**src/rtl/hbp_pkg.sv**
```systemverilog
// Shared constants and helper functions for the hybrid gshare/bimodal predictor.
// Used by hybrid_branch_predictor_core; no dependencies of its own.
package hbp_pkg;

  localparam int GS_BITS   = 10;
  localparam int HIST_BITS = 6;
  localparam int BM_BITS   = 9;
  localparam int CH_BITS   = 8;
  localparam int CTR_BITS  = 2;

  localparam int ADDR_BITS = 32;

  // Longest table index sets the length of the clearing sweep.
  localparam int CLR_BITS = (GS_BITS > BM_BITS)
                          ? ((GS_BITS > CH_BITS) ? GS_BITS : CH_BITS)
                          : ((BM_BITS > CH_BITS) ? BM_BITS : CH_BITS);

  typedef logic [CTR_BITS-1:0]  ctr_t;
  typedef logic [HIST_BITS-1:0] hist_t;
  typedef logic [GS_BITS-1:0]   gs_idx_t;
  typedef logic [BM_BITS-1:0]   bm_idx_t;
  typedef logic [CH_BITS-1:0]   ch_idx_t;
  typedef logic [CLR_BITS-1:0]  clr_t;

  localparam ctr_t CTR_MAX       = {CTR_BITS{1'b1}};
  localparam ctr_t CTR_THRESHOLD = CTR_MAX >> 1;
  localparam ctr_t COMP_INIT     = ctr_t'(2);
  localparam ctr_t CHOOSER_INIT  = ctr_t'(1);
  localparam ctr_t CHOOSER_PICK  = ctr_t'(1);

  // History alignment against the gshare index.
  localparam int HIST_UP = (GS_BITS >= HIST_BITS) ? (GS_BITS - HIST_BITS) : 0;
  localparam int HIST_DN = (GS_BITS >= HIST_BITS) ? 0 : (HIST_BITS - GS_BITS);
  localparam int ALIGN_BITS = GS_BITS + HIST_BITS;

  typedef logic [ALIGN_BITS-1:0] align_t;

  function automatic ctr_t sat_move(input ctr_t c, input logic up);
    ctr_t r;
    r = c;
    if (up) begin
      if (c != CTR_MAX) r = c + ctr_t'(1);
    end else begin
      if (c != ctr_t'(0)) r = c - ctr_t'(1);
    end
    return r;
  endfunction

  function automatic gs_idx_t gshare_index(input logic [ADDR_BITS-1:0] addr,
                                           input hist_t hist);
    align_t wide;
    wide = align_t'(hist);
    wide = (wide << HIST_UP) >> HIST_DN;
    return addr[2 +: GS_BITS] ^ wide[GS_BITS-1:0];
  endfunction

  function automatic hist_t hist_shift(input hist_t hist, input logic tkn);
    return (hist >> 1) | (hist_t'(tkn) << (HIST_BITS - 1));
  endfunction

endpackage

```
**src/rtl/hbp_ram.sv**
```systemverilog
// Generic simple dual-port RAM: one write port, one read port, registered read.
// No dependencies.
module hbp_ram #(
  parameter int WIDTH     = 2,
  parameter int ADDR_BITS = 8
) (
  input  logic                 clk,
  input  logic                 we,
  input  logic [ADDR_BITS-1:0] waddr,
  input  logic [WIDTH-1:0]     wdata,
  input  logic                 re,
  input  logic [ADDR_BITS-1:0] raddr,
  output logic [WIDTH-1:0]     rdata
);

  localparam int DEPTH = 1 << ADDR_BITS;

  logic [WIDTH-1:0] mem [DEPTH];

  always_ff @(posedge clk) begin
    if (we) mem[waddr] <= wdata;
    if (re) rdata <= mem[raddr];
  end

endmodule

```
**src/rtl/hybrid_branch_predictor_core.sv**
```systemverilog
// Hybrid gshare/bimodal branch predictor with a chooser table.
// Depends on hbp_pkg and hbp_ram (three counter tables).
//
//  channel | signals                          | carries
//  --------+----------------------------------+------------------------------------
//  in      | in_valid, in_ready               | branch_address, taken
//  out     | out_valid, out_ready             | prediction, used_gshare, mispredicted
//
// For each branch the tables are read at accept; in the update state the chosen
// component's counter and the chooser are written back and the result word is loaded.
// After reset a clearing pass writes 2^10 = 1024 entries (one per cycle, all
// three tables in parallel) before the first word is accepted.
// A result word not yet taken holds the write-back cycle of the next branch.
module hybrid_branch_predictor_core (
  input  logic        clk,
  input  logic        rst,
  input  logic        in_valid,
  output logic        in_ready,
  input  logic [31:0] branch_address,
  input  logic        taken,
  output logic        out_valid,
  input  logic        out_ready,
  output logic        prediction,
  output logic        used_gshare,
  output logic        mispredicted
);

  localparam logic [1:0] ST_CLEAR  = 2'd0;
  localparam logic [1:0] ST_IDLE   = 2'd1;
  localparam logic [1:0] ST_UPDATE = 2'd2;

  logic [1:0] state, state_next;
  hbp_pkg::clr_t clr;

  hbp_pkg::hist_t   hist;
  hbp_pkg::gs_idx_t gi;
  hbp_pkg::bm_idx_t bi;
  hbp_pkg::ch_idx_t ci;
  logic             taken_q;

  hbp_pkg::ctr_t gs_ctr, bm_ctr, ch_ctr;
  logic          accept, advance, clearing;
  logic          gs_pred, bm_pred, use_gs, final_pred;

  logic          gs_we, bm_we, ch_we;
  hbp_pkg::gs_idx_t gs_waddr;
  hbp_pkg::bm_idx_t bm_waddr;
  hbp_pkg::ch_idx_t ch_waddr;
  hbp_pkg::ctr_t gs_wdata, bm_wdata, ch_wdata;

  assign in_ready = (state == ST_IDLE);
  assign accept   = in_valid && in_ready;
  assign advance  = (state == ST_UPDATE) && (!out_valid || out_ready);
  assign clearing = (state == ST_CLEAR);

  assign gs_pred    = gs_ctr > hbp_pkg::CTR_THRESHOLD;
  assign bm_pred    = bm_ctr > hbp_pkg::CTR_THRESHOLD;
  assign use_gs     = ch_ctr > hbp_pkg::CHOOSER_PICK;
  assign final_pred = use_gs ? gs_pred : bm_pred;

  always_comb begin
    gs_we    = clearing || (advance && use_gs);
    bm_we    = clearing || (advance && !use_gs);
    ch_we    = clearing || advance;
    gs_waddr = clearing ? clr[hbp_pkg::GS_BITS-1:0] : gi;
    bm_waddr = clearing ? clr[hbp_pkg::BM_BITS-1:0] : bi;
    ch_waddr = clearing ? clr[hbp_pkg::CH_BITS-1:0] : ci;
    gs_wdata = clearing ? hbp_pkg::COMP_INIT : hbp_pkg::sat_move(gs_ctr, taken_q);
    bm_wdata = clearing ? hbp_pkg::COMP_INIT : hbp_pkg::sat_move(bm_ctr, taken_q);
    // Move the chooser toward the component that alone was right.
    priority if (clearing) begin
      ch_wdata = hbp_pkg::CHOOSER_INIT;
    end else if ((bm_pred == taken_q) && (gs_pred != taken_q)) begin
      ch_wdata = hbp_pkg::sat_move(ch_ctr, 1'b0);
    end else if ((bm_pred != taken_q) && (gs_pred == taken_q)) begin
      ch_wdata = hbp_pkg::sat_move(ch_ctr, 1'b1);
    end else begin
      ch_wdata = ch_ctr;
    end
  end

  hbp_ram #(.WIDTH(hbp_pkg::CTR_BITS), .ADDR_BITS(hbp_pkg::GS_BITS)) u_gs_ram (
    .clk   (clk),
    .we    (gs_we),
    .waddr (gs_waddr),
    .wdata (gs_wdata),
    .re    (accept),
    .raddr (hbp_pkg::gshare_index(branch_address, hist)),
    .rdata (gs_ctr)
  );

  hbp_ram #(.WIDTH(hbp_pkg::CTR_BITS), .ADDR_BITS(hbp_pkg::BM_BITS)) u_bm_ram (
    .clk   (clk),
    .we    (bm_we),
    .waddr (bm_waddr),
    .wdata (bm_wdata),
    .re    (accept),
    .raddr (branch_address[2 +: hbp_pkg::BM_BITS]),
    .rdata (bm_ctr)
  );

  hbp_ram #(.WIDTH(hbp_pkg::CTR_BITS), .ADDR_BITS(hbp_pkg::CH_BITS)) u_ch_ram (
    .clk   (clk),
    .we    (ch_we),
    .waddr (ch_waddr),
    .wdata (ch_wdata),
    .re    (accept),
    .raddr (branch_address[2 +: hbp_pkg::CH_BITS]),
    .rdata (ch_ctr)
  );

  always_comb begin
    state_next = state;
    unique case (state)
      ST_CLEAR:  if (clr == {hbp_pkg::CLR_BITS{1'b1}}) state_next = ST_IDLE;
      ST_IDLE:   if (accept) state_next = ST_UPDATE;
      ST_UPDATE: if (advance) state_next = ST_IDLE;
      default:   state_next = ST_CLEAR;
    endcase
  end

  always_ff @(posedge clk) begin
    if (rst) begin
      state     <= ST_CLEAR;
      clr       <= '0;
      hist      <= '0;
      out_valid <= 1'b0;
    end else begin
      state <= state_next;
      if (clearing) clr <= clr + hbp_pkg::clr_t'(1);
      if (advance) begin
        hist      <= hbp_pkg::hist_shift(hist, taken_q);
        out_valid <= 1'b1;
      end else if (out_ready) begin
        out_valid <= 1'b0;
      end
    end
  end

  // Hold the indexes and outcome of the branch in flight, and register the result word on write-back.
  always_ff @(posedge clk) begin
    if (accept) begin
      gi      <= hbp_pkg::gshare_index(branch_address, hist);
      bi      <= branch_address[2 +: hbp_pkg::BM_BITS];
      ci      <= branch_address[2 +: hbp_pkg::CH_BITS];
      taken_q <= taken;
    end
    if (advance) begin
      prediction   <= final_pred;
      used_gshare  <= use_gs;
      mispredicted <= final_pred != taken_q;
    end
  end

endmodule
```
**config.mk**
```make
export PLATFORM = sky130hd
export DESIGN_NAME = hybrid_branch_predictor_core
export DESIGN_NICKNAME = d
export VERILOG_FILES = /design/src/rtl/hbp_pkg.sv /design/src/rtl/hbp_ram.sv /design/src/rtl/hybrid_branch_predictor_core.sv
export SDC_FILE = /design/constraint.sdc
export NUM_CORES = 2
export LEC_CHECK = 0
export BUFFER_PORTS_ARGS = -buffer_cell sky130_fd_sc_hd__buf_4
export CORE_MARGIN = 3
export CORE_UTILIZATION = 55
export CTS_CLUSTER_DIAMETER = 50
export DETAILED_ROUTE_END_ITERATION = 12
export PLACE_DENSITY = 0.7
export SYNTH_ARGS = -nofsm -noshare
export SYNTH_HDL_FRONTEND = slang
export SYNTH_SLANG_ARGS = --single-unit
```
**constraint.sdc**
```tcl
create_clock -name clk -period 120.9 [get_ports clk]
set_clock_uncertainty 0.2 [all_clocks]
set_input_delay 18.135 -clock clk [delete_from_list [all_inputs] [get_ports clk]]
set_output_delay 18.135 -clock clk [all_outputs]
set_load 0.05 [all_outputs]
```
* Word level (Yosys, flattened, before mapping)
Memory sizes are Yosys's and may differ from the RTL's. A register that Yosys moved wholly into a read port is not among the register bits.
Index checks and enable logic that the tools add are counted.
** Word-level totals
- Bits in registers :: 50
- Memories kept :: 3
- Memory bits (read-only) :: 0
- Bits in writable memories :: 3584
- Latch bits :: 0
** Memory list
- u_gs_ram.mem :: depth 1024, bits a word 2, rd ports 1, clocked after memory_dff 1, write ports 1, RTL line hbp_ram.sv:18 : logic [WIDTH-1:0] mem [DEPTH];
- u_bm_ram.mem :: depth 512, bits a word 2, rd ports 1, clocked after memory_dff 1, write ports 1, RTL line hbp_ram.sv:18
- u_ch_ram.mem :: depth 256, bits a word 2, rd ports 1, clocked after memory_dff 1, write ports 1, RTL line hbp_ram.sv:18
** Cells by class
- Eq/ne operators :: 14
- Multipliers :: 0
- Add/sub/neg operators :: 7
- Shift-type cells :: 0
- Order comparisons :: 3
- Divide/modulo/power cells :: 0
- Reductions and logical operators :: 18
- Mux-type cells :: 29
- Bitwise gates (word level) :: 2
** Operators with widths (count)
- 2-to-1 mux 2 bit :: 16
- adder 10 x 1 -> 10 bit (second input constant) :: 1
- == test 10 bit (second input constant) :: 1
- 2-to-1 mux 10 bit :: 1
- XOR 10 bit :: 1
- 2-to-1 mux 1 bit :: 9
- 2-to-1 mux 9 bit :: 1
- 2-to-1 mux 8 bit :: 1
- inequality test 2 bit (second input constant) :: 4
- nonzero test 2 bit :: 4
- adder 2 x 1 -> 2 bit (second input constant) :: 3
- > comparator 2 x 1 -> 1 bit (second input constant) :: 3
- logical AND 1 bit :: 6
- bitwise OR 5 x 6 -> 6 bit :: 1
- case mux 2 bit (3 select lines) :: 1
- subtractor 2 x 1 -> 2 bit (second input constant) :: 3
- logical OR 1 bit :: 4
- inequality test 2 x 1 -> 1 bit (second input constant) :: 2
- inequality test 1 bit :: 3
- AND reduction 3 bit :: 1
- == test 1 bit :: 2
- == test 2 x 1 -> 1 bit (second input constant) :: 1
- == test 2 bit (second input constant) :: 1
- zero test 1 bit :: 2
- zero test 2 bit :: 1

* Depth between registers and ports, before layout
- Depth in word-level cells :: 7
- Depth in mapped cells :: 14
- Depth with buffers taken out :: 9

* By module
From an unflattened synthesis, not the netlist that was laid out.
** Unflattened totals
- Cell total of the unflattened synthesis :: 8852
- Area total of the unflattened synthesis :: 149380.8 µm²
** Modules (own cells, without submodules)
- hbp_ram (u_gs_ram) :: area each 83777.8 µm², cells an instance 4793, instances 1
- hbp_ram (u_bm_ram) :: area each 42334.4 µm², cells an instance 2608, instances 1
- hbp_ram (u_ch_ram) :: area each 21401.8 µm², cells an instance 1242, instances 1
- hybrid_branch_predictor_core :: area each 1866.8 µm², cells an instance 209, instances 1

* Worst setup path before layout
No wires, ideal clock.
- Path kind :: register to register
- Start point :: register u_gs_ram.rdata[1] (read register of u_gs_ram.mem)
- End point :: memory u_gs_ram.mem[0][1] (data pin)
- Data required time :: 112573 ps
- Clock period less this slack :: 48477 ps
- Stages on the path, launching flop included :: 4
- Library setup time :: 8127 ps
- Data arrival time :: 40150 ps
- Path slack :: 72423 ps
- Path through :: edfxtp_1 > clkbuf_1 > a21oi_1 > o21ai_0
** Between the ends
- Word-level cells in the longest chain between the ends :: 4
- Elaborated cells between the ends (all ways) :: 8
- Those cells by class :: 2 x add/sub; 1 x eq/ne; 4 x mux; 1 x reduce/logical
** Ends and longest elaborated chain
- from (decl) :: RTL line hbp_ram.sv:13 : output logic [WIDTH-1:0] rdata
- subtractor 2 x 1 -> 2 bit (tied with other cells) :: RTL line hbp_pkg.sv:44 : if (c != ctr_t'(0)) r = c - ctr_t'(1);
- 2-to-1 mux 2 bit (on tied branches) :: RTL line hbp_pkg.sv:44, hbp_pkg.sv:42
- 2-to-1 mux 2 bit (*) :: RTL line hbp_pkg.sv:41 : if (up) begin
- 2-to-1 mux 2 bit (*) :: RTL line hybrid_branch_predictor_core.sv:68 : gs_wdata = clearing ? hbp_pkg::COMP_INIT : hbp_pkg::sat_move(gs_ctr, taken_q);
- named net gs_wdata[1] :: RTL line hybrid_branch_predictor_core.sv:49 : hbp_pkg::ctr_t gs_wdata, bm_wdata, ch_wdata;
- to (decl) :: RTL line hbp_ram.sv:18
The timed path passes the listed nets; every way through them passes the cells marked *.

* Worst setup path after layout
- Start point :: input branch_address[3]
- End point :: register u_gs_ram.rdata[0] (read register of u_gs_ram.mem) (data pin)
** Between the ends
- Word-level cells in the longest chain between the ends :: 1
** Ends and longest elaborated chain
- from (decl) :: RTL line hybrid_branch_predictor_core.sv:19 : input logic [31:0] branch_address,
- XOR 10 bit :: RTL line hbp_pkg.sv:54 : return addr[2 +: GS_BITS] ^ wide[GS_BITS-1:0];
No other way between the ends.
A chain may end at the register's enable or synchronous reset.

==> reports/metrics.csv <==
stage;metric;value;unit
synth;Yosys cell types;66;
setup_path;data arrival time of the critical path;23.97;ns
clocking;Worst-path clk slew;0.06;ns
setup_path;worst r2r src;hist[0];
placement;Placer Congestion;0.804;
synth;post-synthesis simple-gate area fraction;0.0661;
timing;Fmax;0.0424;GHz
routing;post-DR wirelength/cell;30.2;microns
clocking;Post-CTS Setup Bufs;0;
floorplanning;Core Footprint;266000;sq um
synth;Syn Std Cell Area;147000;sq um
timing;Hold Vio Cnt, Final;0;
synth;Top FF cell, synth;edfxtp_1;
timing;setup violators final;0;
routing;initial DRC count;11100;
synth;top cell type's share of synthesized area;0.735;
routing;vias per cell;6.51;
setup_path;CP endpoint kind;register;
synth;syn_nets;8248;
synth;top cell type by total area after synthesis;edfxtp_1;
setup_path;Critical path origin;branch_address[3];
synth;Post-Synth Adder-Cell Area;0.000153;
setup_path;crit path launch type;primary input;
setup_path;Worst EP required;121.29;ns
timing;Slew Limit Headroom;0.0867;
global_route;grt ovf;0;
timing;Final Cycle Share;0.195;
synth;top cells by area, synth;edfxtp_1, mux4_2, nor2_1, nand2_1, clkbuf_1;
cells_and_area;Layout Nets;8183;
clocking;clock root buffer;clkbuf_16;
synth;sequential share of the synthesized area;0.737;
synth;main combinational cell family by area after synthesis;multiplexers;
timing;worst-margin pin slew;1.37;ns
power_and_ir_drop;IR drop worst, VDD;14.0;uV
synth;Post-synth EDFFs;3609;
synth;multiplexer share of the synthesized area;0.161;
cells_and_area;Fillers;18400;
cells_and_area;final core utilization;0.614;
timing;final worst path period need;23.58;ns
clocking;CTS resizes;0;
global_route;initial antenna violation count;10;
floorplanning;top-level port count;42;
clocking;total CTS buffers;383;
routing;Vias;78100;
timing;RSZ-0062 raised after global routing;false;
floorplanning;Rows;189;
synth;Post-Synthesis Cells;8210;
synth;Synth Area in Compound Gates;0.0149;
clocking;CTS tree;built;
floorplanning;die width;524;microns
placement;port bufs;19;
synth;YS warnings;0;
clocking;worst-skew pair later-pin latency;0.91;ns
clocking;clock tree sinks;3628;
flow_run;MaxCap Viol Count;0;
routing;DRC viols;0;
floorplanning;chip height;524;microns
synth;async set or reset register ratio after synthesis;0;
setup_path;critical path fanouts, max;66;
routing;final WL;363;mm
placement;HPWL after detailed placement;190;mm
synth;Synth Area per Inst;18.0;sq um
cells_and_area;Layout area overhead;10.7;%
min_path;Worst Hold Class;reg2reg;
setup_path;Crit Path Category;in2reg;
global_route;Total GRT Usage;0.264;
clocking;Max clock buf depth;4;
cells_and_area;share of layout cells above drive strength 1;0.217;
routing;Initial DRT Pass Iterations;5;
global_route;vias in the first global route;80000;
floorplanning;Starting Density;0.554;
power_and_ir_drop;Leak;47.9;nW
routing;Routed Antenna Nets;0;
clocking;Post-CTS Hold Buffers;0;
timing;Post-Route Setup TNS;0;ns
power_and_ir_drop;pwr/cell area;16.0;nW/um^2
timing;Pins Over Slew Limit;0;
synth;XOR/XNOR Fraction of Synth Area;0.00100;
synth;flops & latches, synth;3628;
global_route;largest net degree at the start of global routing;282;
power_and_ir_drop;Overall Power;2.61;mW
clocking;H-tree Lvls;5;
run_status;outcome;finished clean;
global_route;first-pass GRT wire length;530;mm
floorplanning;die area;274000;sq um
min_path;hold_sp;clr[1];
-- cells in the final DEF (no fill, tap or decap), drive strengths merged, types with 45 or more instances in the layout --
cell type,count
clkinv,160
nand2,350
edfxtp,3609
o21ai,45
a21oi,63
mux4,995
buf,184
inv,46
nor2,1884
mux2i,114
clkbuf,440
nand3,115
-- critical path: stages --
cell and delay [ns]:
buf_8 0.44, buf_4 0.69, buf_4 0.65, buf_4 0.73, buf_4 0.75, mux4_2 0.43
mux4_2 0.49, mux2i_1 0.44, nor3_1 0.09, a2111oi_0 0.59, buf_4 0.28, a311oi_1 0.10
-- through the flow --
step	hold slack [ns]	cells	area [sq um]	worst slack, ns
6_report	0.302	12000	163000	97.32
5_1_grt	0.329	12000	163000	97.06
4_1_cts	0.298	12000	163000	97.33
3_5_place_dp	0.290	11300	151000	96.41
3_3_place_gp	0.294	11300	151000	96.55
2_1_floorplan	0.266	8210	147000	72.42
-- state kept, by name (all words and copies together), names as in the netlist, 5 cells and up --
name / cells
u_ch_ram.mem: 512
clr: 10
u_gs_ram.mem: 2048
bi: 5
gi: 10
u_bm_ram.mem: 1024
hist: 6
-- synth_stat cells, drive strengths merged, types with 29 or more instances --
cell type / n
clkbuf: 349
edfxtp: 3609
nand4: 29
a32oi: 33
a22oi: 37
mux4: 995
buf: 285
mux2i: 114
nand2: 350
nor2: 1884
nand3: 115
a21oi: 63
o21ai: 45
-- metal layers --
layer / vias up / track usage / part of all wire
li1: 32200 / - / -
met5: - / 0 / 0.00014
met3: 765 / 0.0490 / 0.10
met4: 8 / 0.0938 / 0.037
met1: 40800 / 0.370 / 0.38
met2: 4331 / 0.422 / 0.49
-- worst paths after layout --
path / endpoint / slack [ns] / cells past startpoint
setup / recovery: u_gs_ram.rdata[0] / 97.32 / 12
setup reg to reg: u_gs_ram.rdata[1] / 115.32 / 12
hold / removal: clr[1] / 0.30 / 2
hold reg to reg: clr[1] / 0.30 / 2
-- report_power, final --
group | internal [mW] | switching (mW) | total, mW
Combinational | 0.0386 | 0.0582 | 0.0968
Clock | 0.669 | 0.484 | 1.15
Sequential | 1.36 | 0.000197 | 1.36
-- cells by family (layout without fill, tap and decap cells) --
kind of cell,Yosys count,in the layout
DFF,3628,3628
and+or+nand+nor,2474,2474
muxes,1122,1122
buffers and inverters,652,895
AOI/OAI and AO/OA,316,316
xor gates and xnor gates,16,16
adders and majority gates,2,2
other,0,7
-- final cells by class --
class | count | area, sq um | area share
Tap cell | 3533 | 4420 | 0.0271
Sequential cell | 3628 | 109000 | 0.666
Antenna cell | 7 | 17.5 | 0.000107
Timing Repair Buffer | 184 | 1520 | 0.00931
Clock inverter | 253 | 2460 | 0.0151
Inverter | 18 | 75.1 | 0.000460
Clock buffer | 440 | 9880 | 0.0605
Multi-Input combinational cell | 3930 | 36100 | 0.221
Note: power is estimated with default switching activity, not from simulation.
